$ cat src/rtl/core/aip_pkg.sv
// ----------------------------------------------------------------------------
// aip_pkg
// Shared types, constants and character helpers of the integer text parser.
// ----------------------------------------------------------------------------
package aip_pkg;

  localparam logic [6:0] MaxDigits = 7'd64;

  localparam logic [1:0] CFG_BASE_MODE   = 2'd0;
  localparam logic [1:0] CFG_LIMIT_ON    = 2'd1;
  localparam logic [1:0] CFG_WIDTH_LIMIT = 2'd2;

  localparam logic [5:0] BaseAuto  = 6'd0;
  localparam logic [5:0] RadixBin  = 6'd2;
  localparam logic [5:0] RadixOct  = 6'd8;
  localparam logic [5:0] RadixDec  = 6'd10;
  localparam logic [5:0] RadixHex  = 6'd16;
  localparam logic [5:0] BaseReset = 6'd10;

  localparam logic [7:0] ChNul   = 8'h00;
  localparam logic [7:0] ChPlus  = 8'h2B;
  localparam logic [7:0] ChMinus = 8'h2D;
  localparam logic [7:0] ChZero  = 8'h30;
  localparam logic [7:0] ChUpX   = 8'h58;
  localparam logic [7:0] ChLowX  = 8'h78;
  localparam logic [7:0] ChUpB   = 8'h42;
  localparam logic [7:0] ChLowB  = 8'h62;

  localparam logic [6:0] NoDigit = 7'd64;

  typedef enum logic [2:0] {
    PH_WS     = 3'd0,
    PH_SIGN   = 3'd1,
    PH_BASE   = 3'd2,
    PH_AUTOX  = 3'd3,
    PH_PREFIX = 3'd4,
    PH_HEXX   = 3'd5,
    PH_DIGITS = 3'd6,
    PH_DONE   = 3'd7
  } phase_e;

  typedef struct packed {
    phase_e      phase;
    logic        negative;
    logic [5:0]  radix;
    logic [63:0] acc;
    logic [6:0]  digit_count;
    logic [15:0] consumed;
  } aip_state_t;

  typedef struct packed {
    logic [5:0]  base_mode;
    logic        limit_on;
    logic [15:0] width_limit;
  } aip_cfg_t;

  function automatic logic is_space(input logic [7:0] c);
    return (c == 8'h20) || (c >= 8'h09 && c <= 8'h0D);
  endfunction

  // Digits map to 0-9 and letters count from 10 up in either case; anything else maps to NoDigit.
  function automatic logic [6:0] digit_of(input logic [7:0] c);
    logic [6:0] d;
    d = NoDigit;
    if (c >= 8'h30 && c <= 8'h39) d = 7'(c - 8'd48);
    else if (c >= 8'h41 && c <= 8'h5A) d = 7'(c - 8'd55);
    else if (c >= 8'h61 && c <= 8'h7A) d = 7'(c - 8'd87);
    return d;
  endfunction

endpackage

$ cat src/rtl/core/aip_cfg_regs.sv
// ----------------------------------------------------------------------------
// aip_cfg_regs
// Configuration register file written through the index/data write channel.
// ----------------------------------------------------------------------------
module aip_cfg_regs (
  input  logic              clk_i,
  input  logic              rst_ni,
  input  logic              cfg_valid_i,
  output logic              cfg_ready_o,
  input  logic [1:0]        cfg_index_i,
  input  logic [15:0]       cfg_data_i,
  output aip_pkg::aip_cfg_t cfg_o
);

  aip_pkg::aip_cfg_t cfg_q, cfg_d;

  assign cfg_ready_o = 1'b1;
  assign cfg_o       = cfg_q;

  always_comb begin
    cfg_d = cfg_q;
    if (cfg_valid_i) begin
      case (cfg_index_i)
        aip_pkg::CFG_BASE_MODE:   cfg_d.base_mode   = cfg_data_i[5:0];
        aip_pkg::CFG_LIMIT_ON:    cfg_d.limit_on    = cfg_data_i[0];
        aip_pkg::CFG_WIDTH_LIMIT: cfg_d.width_limit = cfg_data_i;
        default:                  cfg_d = cfg_q;
      endcase
    end
  end

  always_ff @(posedge clk_i or negedge rst_ni) begin
    if (!rst_ni) begin
      cfg_q.base_mode   <= aip_pkg::BaseReset;
      cfg_q.limit_on    <= 1'b0;
      cfg_q.width_limit <= 16'd0;
    end else begin
      cfg_q <= cfg_d;
    end
  end

endmodule

$ cat src/rtl/core/aip_step.sv
// ----------------------------------------------------------------------------
// aip_step
// Next-state logic for one text byte: walks the parse phases, consumes at most
// one byte and performs at most one multiply-add of the accumulator.
// ----------------------------------------------------------------------------
module aip_step (
  input  aip_pkg::aip_state_t state_i,
  input  aip_pkg::aip_cfg_t   cfg_i,
  input  logic [7:0]          ch_i,
  input  logic                eos_i,
  input  logic                start_i,
  output aip_pkg::aip_state_t state_o,
  output logic                taken_o,
  output logic                done_o,
  output logic [63:0]         value_o,
  output logic [15:0]         bytes_used_o
);

  always_comb begin
    aip_pkg::aip_state_t st;
    aip_pkg::aip_state_t nx;
    logic                ending;
    logic                took;
    logic                reject;
    logic                finish;
    logic [6:0]          dig;
    logic [63:0]         prod;

    st = state_i;
    if (start_i) begin
      st.phase       = aip_pkg::PH_WS;
      st.negative    = 1'b0;
      st.radix       = 6'd0;
      st.acc         = 64'd0;
      st.digit_count = 7'd0;
      st.consumed    = 16'd0;
    end

    ending = eos_i || (ch_i == aip_pkg::ChNul) ||
             (cfg_i.limit_on && (st.consumed >= cfg_i.width_limit));
    nx     = st;
    took   = 1'b0;
    reject = 1'b0;
    finish = 1'b0;
    dig    = aip_pkg::digit_of(ch_i);
    prod   = 64'd0;

    if (st.phase != aip_pkg::PH_DONE && !ending) begin
      if (nx.phase == aip_pkg::PH_WS) begin
        if (aip_pkg::is_space(ch_i)) took = 1'b1;
        else nx.phase = aip_pkg::PH_SIGN;
      end
      if (!took && nx.phase == aip_pkg::PH_SIGN) begin
        if (ch_i == aip_pkg::ChMinus) nx.negative = 1'b1;
        if (ch_i == aip_pkg::ChMinus || ch_i == aip_pkg::ChPlus) took = 1'b1;
        nx.phase = aip_pkg::PH_BASE;
      end
      if (!took && nx.phase == aip_pkg::PH_BASE) begin
        if (cfg_i.base_mode == aip_pkg::BaseAuto) begin
          if (ch_i == aip_pkg::ChZero) begin
            nx.radix = aip_pkg::RadixOct;
            took     = 1'b1;
            nx.phase = aip_pkg::PH_AUTOX;
          end else begin
            nx.radix = aip_pkg::RadixDec;
            nx.phase = aip_pkg::PH_PREFIX;
          end
        end else begin
          nx.radix = cfg_i.base_mode;
          nx.phase = aip_pkg::PH_PREFIX;
        end
      end
      if (!took && nx.phase == aip_pkg::PH_AUTOX) begin
        if (ch_i == aip_pkg::ChLowX || ch_i == aip_pkg::ChUpX) begin
          nx.radix = aip_pkg::RadixHex;
          took     = 1'b1;
        end else if (ch_i == aip_pkg::ChLowB || ch_i == aip_pkg::ChUpB) begin
          nx.radix = aip_pkg::RadixBin;
          took     = 1'b1;
        end
        nx.phase = aip_pkg::PH_PREFIX;
      end
      if (!took && nx.phase == aip_pkg::PH_PREFIX) begin
        if (ch_i == aip_pkg::ChZero && nx.radix == aip_pkg::RadixOct) begin
          took     = 1'b1;
          nx.phase = aip_pkg::PH_DIGITS;
        end else if (ch_i == aip_pkg::ChZero && nx.radix == aip_pkg::RadixHex) begin
          took     = 1'b1;
          nx.phase = aip_pkg::PH_HEXX;
        end else begin
          nx.phase = aip_pkg::PH_DIGITS;
        end
      end
      if (!took && nx.phase == aip_pkg::PH_HEXX) begin
        if (ch_i == aip_pkg::ChLowX || ch_i == aip_pkg::ChUpX) took = 1'b1;
        nx.phase = aip_pkg::PH_DIGITS;
      end
      if (!took && nx.phase == aip_pkg::PH_DIGITS) begin
        if (nx.digit_count >= aip_pkg::MaxDigits || dig[6] ||
            dig >= {1'b0, nx.radix}) begin
          reject = 1'b1;
        end else begin
          prod           = nx.acc * {58'd0, nx.radix};
          nx.acc         = prod + {57'd0, dig};
          nx.digit_count = nx.digit_count + 7'd1;
          took           = 1'b1;
        end
      end
    end

    if (took) begin
      if (nx.consumed != 16'hFFFF) nx.consumed = nx.consumed + 16'd1;
      finish = (cfg_i.limit_on && (nx.consumed >= cfg_i.width_limit)) ||
               (nx.phase == aip_pkg::PH_DIGITS &&
                nx.digit_count >= aip_pkg::MaxDigits);
    end

    done_o = (st.phase != aip_pkg::PH_DONE) && (ending || reject || finish);
    if (done_o) begin
      nx.phase = aip_pkg::PH_DONE;
      if (nx.negative) nx.acc = 64'd0 - nx.acc;
    end

    state_o      = nx;
    taken_o      = took;
    value_o      = done_o ? nx.acc : 64'd0;
    bytes_used_o = nx.consumed;
  end

endmodule

$ cat src/rtl/core/ascii_integer_parser_core.sv
// An accepted byte waits in the input register; its result is registered when the output is free.
// Throughput: one byte per cycle while the output is free; the parse state loops through
// a single multiply-add by the radix between the input register and the result register.
// Reset: the parser restarts in the whitespace phase with a cleared accumulator,
// base_mode returns to 10 and the width limit is off.
// ----------------------------------------------------------------------------
// ascii_integer_parser_core
// Streaming signed integer parser with optional automatic radix detection.
// ----------------------------------------------------------------------------
module ascii_integer_parser_core (
  input  logic        clk_i,
  input  logic        rst_ni,
  input  logic        cfg_valid_i,
  output logic        cfg_ready_o,
  input  logic [1:0]  cfg_index_i,
  input  logic [15:0] cfg_data_i,
  input  logic        s_axis_tvalid,
  output logic        s_axis_tready,
  input  logic [7:0]  s_axis_tdata,  // ch
  input  logic        s_axis_tlast,  // eos
  input  logic        s_axis_tuser,  // start_req
  output logic        m_axis_tvalid,
  input  logic        m_axis_tready,
  output logic [79:0] m_axis_tdata,  // value[63:0], bytes_used[79:64]
  output logic        m_axis_tlast,  // done_res
  output logic        m_axis_tuser   // taken
);

  aip_pkg::aip_cfg_t   cfg;
  aip_pkg::aip_state_t state_q, state_d;

  logic        in_valid_q;
  logic [7:0]  in_ch_q;
  logic        in_eos_q;
  logic        in_start_q;
  logic        out_valid_q;
  logic [79:0] out_data_q;
  logic        out_last_q;
  logic        out_user_q;
  logic        fire;
  logic        step_taken;
  logic        step_done;
  logic [63:0] step_value;
  logic [15:0] step_bytes;

  aip_cfg_regs u_cfg (
    .clk_i       (clk_i),
    .rst_ni      (rst_ni),
    .cfg_valid_i (cfg_valid_i),
    .cfg_ready_o (cfg_ready_o),
    .cfg_index_i (cfg_index_i),
    .cfg_data_i  (cfg_data_i),
    .cfg_o       (cfg)
  );

  aip_step u_step (
    .state_i      (state_q),
    .cfg_i        (cfg),
    .ch_i         (in_ch_q),
    .eos_i        (in_eos_q),
    .start_i      (in_start_q),
    .state_o      (state_d),
    .taken_o      (step_taken),
    .done_o       (step_done),
    .value_o      (step_value),
    .bytes_used_o (step_bytes)
  );

  assign fire          = in_valid_q && (!out_valid_q || m_axis_tready);
  assign s_axis_tready = !in_valid_q || fire;

  assign m_axis_tvalid = out_valid_q;
  assign m_axis_tdata  = out_data_q;
  assign m_axis_tlast  = out_last_q;
  assign m_axis_tuser  = out_user_q;

  always_ff @(posedge clk_i or negedge rst_ni) begin
    if (!rst_ni) begin
      in_valid_q          <= 1'b0;
      out_valid_q         <= 1'b0;
      state_q.phase       <= aip_pkg::PH_WS;
      state_q.negative    <= 1'b0;
      state_q.radix       <= 6'd0;
      state_q.acc         <= 64'd0;
      state_q.digit_count <= 7'd0;
      state_q.consumed    <= 16'd0;
    end else begin
      if (s_axis_tready) in_valid_q <= s_axis_tvalid;
      if (fire) begin
        state_q     <= state_d;
        out_valid_q <= 1'b1;
      end else if (m_axis_tready) begin
        out_valid_q <= 1'b0;
      end
    end
  end

  always_ff @(posedge clk_i) begin
    if (s_axis_tready && s_axis_tvalid) begin
      in_ch_q    <= s_axis_tdata;
      in_eos_q   <= s_axis_tlast;
      in_start_q <= s_axis_tuser;
    end
    if (fire) begin
      out_data_q <= {step_bytes, step_value};
      out_last_q <= step_done;
      out_user_q <= step_taken;
    end
  end

endmodule

$ cat config.mk
export PLATFORM = sky130hd
export DESIGN_NAME = ascii_integer_parser_core
export DESIGN_NICKNAME = d
export VERILOG_FILES = /design/src/rtl/core/aip_pkg.sv /design/src/rtl/core/aip_cfg_regs.sv /design/src/rtl/core/aip_step.sv /design/src/rtl/core/ascii_integer_parser_core.sv
export SDC_FILE = /design/constraint.sdc
export NUM_CORES = 2
export LEC_CHECK = 0
export BUFFER_PORTS_ARGS = -buffer_cell sky130_fd_sc_hd__clkbuf_2
export CELL_PAD_IN_SITES_DETAIL_PLACEMENT = 1
export CELL_PAD_IN_SITES_GLOBAL_PLACEMENT = 1
export CORE_ASPECT_RATIO = 1.2
export CORE_MARGIN = 4
export CORE_UTILIZATION = 34
export DETAILED_ROUTE_END_ITERATION = 7
export PLACE_DENSITY = 0.6
export SLEW_MARGIN = 10
export SYNTH_ARGS = -nofsm -noshare
export SYNTH_HDL_FRONTEND = slang
export SYNTH_SLANG_ARGS = --single-unit
$ cat constraint.sdc
create_clock -name clk_i -period 15.4 [get_ports clk_i]
set_clock_uncertainty 0.05 [all_clocks]
set_input_delay 2.31 -clock clk_i [delete_from_list [all_inputs] [get_ports clk_i]]
set_output_delay 2.31 -clock clk_i [all_outputs]
set_load 0.01 [all_outputs]
==> insert_results.sql <==
INSERT INTO impl_metrics (metric_group, metric, value, unit) VALUES
('power_and_ir_drop', 'internal_power', '1240', 'uW'),
('logic_synthesis', 'synthArstFlopShare', '57.0', '%'),
('global_routing', 'grtUsageTotal', '24.1', '%'),
('placement', 'finalWeightedCongestion', '0.933', ''),
('logic_synthesis', 'count_of_flip_flops_with_a_built_in_enable_after_synthesis', '92', ''),
('clock_tree', 'cts_hold_repair.buffers', '0', ''),
('floorplanning', 'dieHeight', '312', 'um'),
('drt', 'number_of_iterations_in_the_first_detailed_routing_pass', '5', ''),
('clock_tree', 'cts_tree', 'built', ''),
('status', 'run_status', 'finished, final reports clean', ''),
('finish', 'diodes', '0', ''),
('drt', 'drt-initial-drc-count', '1487', ''),
('drt', 'num_vias', '23294', ''),
('logic_synthesis', 'yosys_warnings', '0', ''),
('critical_path', 'slowest_delay', '0.65', 'ns'),
('clock_tree', 'numCtsBuffers', '29', ''),
('power_and_ir_drop', 'clockPowerShare', '36.3', '%'),
('power_and_ir_drop', 'cellLeakagePower', '0.0133', 'uW'),
('timing', 'final.setup.tns', '0', 'ns'),
('logic_synthesis', 'dominantRegCellSynth', 'dfrtp_1', ''),
('timing', 'post-route-min-period', '10.78', 'ns'),
('floorplanning', 'std_cell_rows', '111', ''),
('clock_tree', 'post_cts.repair.setup_buffers', '0', ''),
('finish', 'final_layout_size_suffix_gt1_share', '9.53', '%'),
('drt', 'avgViaCountPerCell', '5.61', ''),
('drt', 'detail-route-antenna-nets', '0', ''),
('timing', 'achievable-frequency', '92.8', 'MHz'),
('logic_synthesis', 'dominant_cells_by_area_after_synthesis', 'fa_1 18%, dfrtp_1 11%, edfxtp_1 11%', ''),
('logic_synthesis', 'synth_area_per_cell', '8.48', 'um^2'),
('timing', 'worst_slew_margin_rel', '35.9', '%'),
('floorplanning', 'design.die.area', '81800', 'um^2'),
('timing', 'hold_viol_final', '0', ''),
('power_and_ir_drop', 'register_share_of_total_power', '33.3', '%'),
('timing', 'timing.final.setup_violations', '0', ''),
('clock_tree', 'worst_skew_pair.late_latency', '0.63', 'ns'),
('timing', 'post-route-period-util', '70.0', '%'),
('global_routing', 'first_global_vias', '25406', ''),
('global_routing', 'first_pass_grt_wire_length', '154', 'mm'),
('floorplanning', 'boundaryPins', '118', ''),
('critical_path', 'crit_path_top_delay_cell', 'buf_4', ''),
('global_routing', 'antenna_found_initial', '2', ''),
('power_and_ir_drop', 'power.switching_fraction', '39.5', '%'),
('critical_path', 'r2r_depth', '30', ''),
('logic_synthesis', 'synth_sequential_area_ratio', '22.1', '%'),
('min_path', 'min-delay-path-class', 'reg -> reg', ''),
('floorplanning', 'initial_core_util', '34.3', '%'),
('finish', 'nNetsFinal', '3565', ''),
('timing', 'worst_slew_pin_slew', '0.955', 'ns'),
('logic_synthesis', 'synth_area', '26300', 'um^2'),
('placement', 'placedCellCount', '4099', ''),
('critical_path', 'timing.setup.critical_path_class', 'reg -> reg', ''),
('placement', 'hpwlAfterDp', '75.7', 'mm'),
('global_routing', 'grt_start_max_net_pins', '73', ''),
('logic_synthesis', 'synth.ff_latch_count', '214', ''),
('power_and_ir_drop', 'total_switching_power', '810', 'uW'),
('finish', 'layout_cells_excl_fill', '4153', ''),
('power_and_ir_drop', 'combinationalPowerShare', '30.4', '%'),
('power_and_ir_drop', 'power.density', '71.4', 'nW/um^2'),
('logic_synthesis', 'postSynthNetCount', '3550', ''),
('clock_tree', 'clock_tree.root_cell', 'clkbuf_16', ''),
('logic_synthesis', 'yosysUniqueCellTypes', '115', ''),
('critical_path', 'arrival', '11.07', 'ns'),
('critical_path', 'critical_path.max_fanout', '61', ''),
('logic_synthesis', 'synth_largest_type_area_fraction', '18.4', '%'),
('floorplanning', 'core_area', '76500', 'um^2'),
('timing', 'maxSlewViolCount', '0', ''),
('drt', 'finalWirelength', '98.7', 'mm'),
('critical_path', 'critical_path_required', '15.69', 'ns'),
('logic_synthesis', 'postSynthCellCount', '3098', ''),
('clock_tree', 'clk_pin_slew_worst_paths', '0.06', 'ns'),
('job', 'timing.max_cap.violations', '0', '');
==> routing by layer <==
| metal | GRT usage, % | up-vias | part of all wire, % |
|---|---|---|---|
| li1 | - | 10734 | - |
| met1 | 31.2 | 11849 | 43 |
| met2 | 42.4 | 563 | 50 |
| met3 | 2.08 | 148 | 3.9 |
| met4 | 7.84 | 0 | 3.7 |
| met5 | 0 | - | 0 |
==> state kept, by name, indices dropped and copies added (netlist names) <==
signal,flops
in_valid_q,1
m_axis_tdata,80
m_axis_tuser,1
in_start_q,1
in_ch_q,8
m_axis_tlast,1
in_eos_q,1
state_q,97
m_axis_tvalid,1
u_cfg.cfg_o,23
==> through the flow <==
step | total power (uW) | hold slack, ns | instance area, um^2 | setup slack (ns) | util, %
finish | 2050 | 0.417 | 28700 | 4.62 | 37.5
CTS | 2080 | 0.424 | 28700 | 4.65 | 37.5
detailed placement | 1320 | 0.411 | 27700 | 4.69 | 36.2
floorplan | 1080 | 0.388 | 26300 | 6.60 | -
global route | 2160 | 0.427 | 28700 | 4.13 | 37.5
global placement | 1300 | 0.401 | 27700 | 4.97 | 36.2
==> final cells by class <==
type	count	area (um^2)
Tap cell	1017	1270
Clock buffer	32	747
Timing Repair Buffer	143	790
Clock inverter	22	272
Multi-Input combinational cell	2614	19400
Inverter	111	419
Sequential cell	214	5820
Fill cell	9020	47800
==> critical path, delay by kind of cell, from the launching register on <==
| kind | cells | cell delay (ns) |
|---|---|---|
| simple gates | 11 | 3.45 |
| xor+xnor | 2 | 0.50 |
| buf+inv | 4 | 0.92 |
| flops | 1 | 0.47 |
| compound gates | 7 | 2.22 |
| fa+ha+maj | 6 | 2.83 |
==> worst paths after layout <==
| path | start | end | slack, ns |
|---|---|---|---|
| hold reg to reg | state_q[62] | state_q[62] | 0.42 |
| hold / removal | state_q[62] | state_q[62] | 0.42 |
| min in group asynchronous | rst_ni | state_q[23] | 1.64 |
| max in group asynchronous | rst_ni | state_q[89] | 12.22 |
| setup reg to reg | in_ch_q[0] | m_axis_tdata[56] | 4.62 |
| setup / recovery | in_ch_q[0] | m_axis_tdata[56] | 4.62 |
==> cells in the final DEF (no fill, tap or decap), types with 14 or more instances in the layout <==
cell type	Yosys	routed
a211oi_1	20	20
a21o_1	39	38
a21oi_1	195	193
a31oi_1	36	36
and2_1	18	18
and3_1	32	32
buf_4	8	27
clkbuf_16	0	29
clkbuf_2	0	115
dfrtp_1	120	120
edfxtp_1	92	92
fa_1	241	241
ha_1	178	178
inv_1	109	107
mux2_2	32	32
nand2_1	342	341
nand2b_1	35	35
nand3_1	71	71
nand4_1	37	37
nor2_1	563	563
nor2b_1	45	45
nor3_1	68	68
o21a_1	17	16
o21ai_0	151	151
o21ai_1	21	20
o31ai_1	14	14
or2_2	15	15
or3_1	21	21
xnor2_1	90	90
xor2_1	97	97
==> kinds of logic (layout without fill, tap and decap cells) <==
| kind of cell | Yosys count | count (layout) | synth area share [%] |
|---|---|---|---|
| flip-flops | 214 | 214 | 22.1 |
| AND/OR/NAND/NOR | 1321 | 1321 | 23.0 |
| other | 1 | 1 | 0.0143 |
| XOR/XNOR | 188 | 188 | 6.33 |
| AO/OA/AOI/OAI | 639 | 639 | 15.6 |
| multiplexers | 46 | 46 | 1.92 |
| buffers and inverters | 270 | 308 | 4.14 |
| adder cells (fa/ha/maj) | 419 | 419 | 26.8 |
==> power groups by stage <==
stage	Sequential [uW]	Combinational, uW	Clock [uW]
floorplan	684	393	0
global placement	693	609	0
detailed placement	694	625	0
CTS	684	627	773
global route	690	681	794
finish	684	624	744
Power figures use the tool's default switching activity.
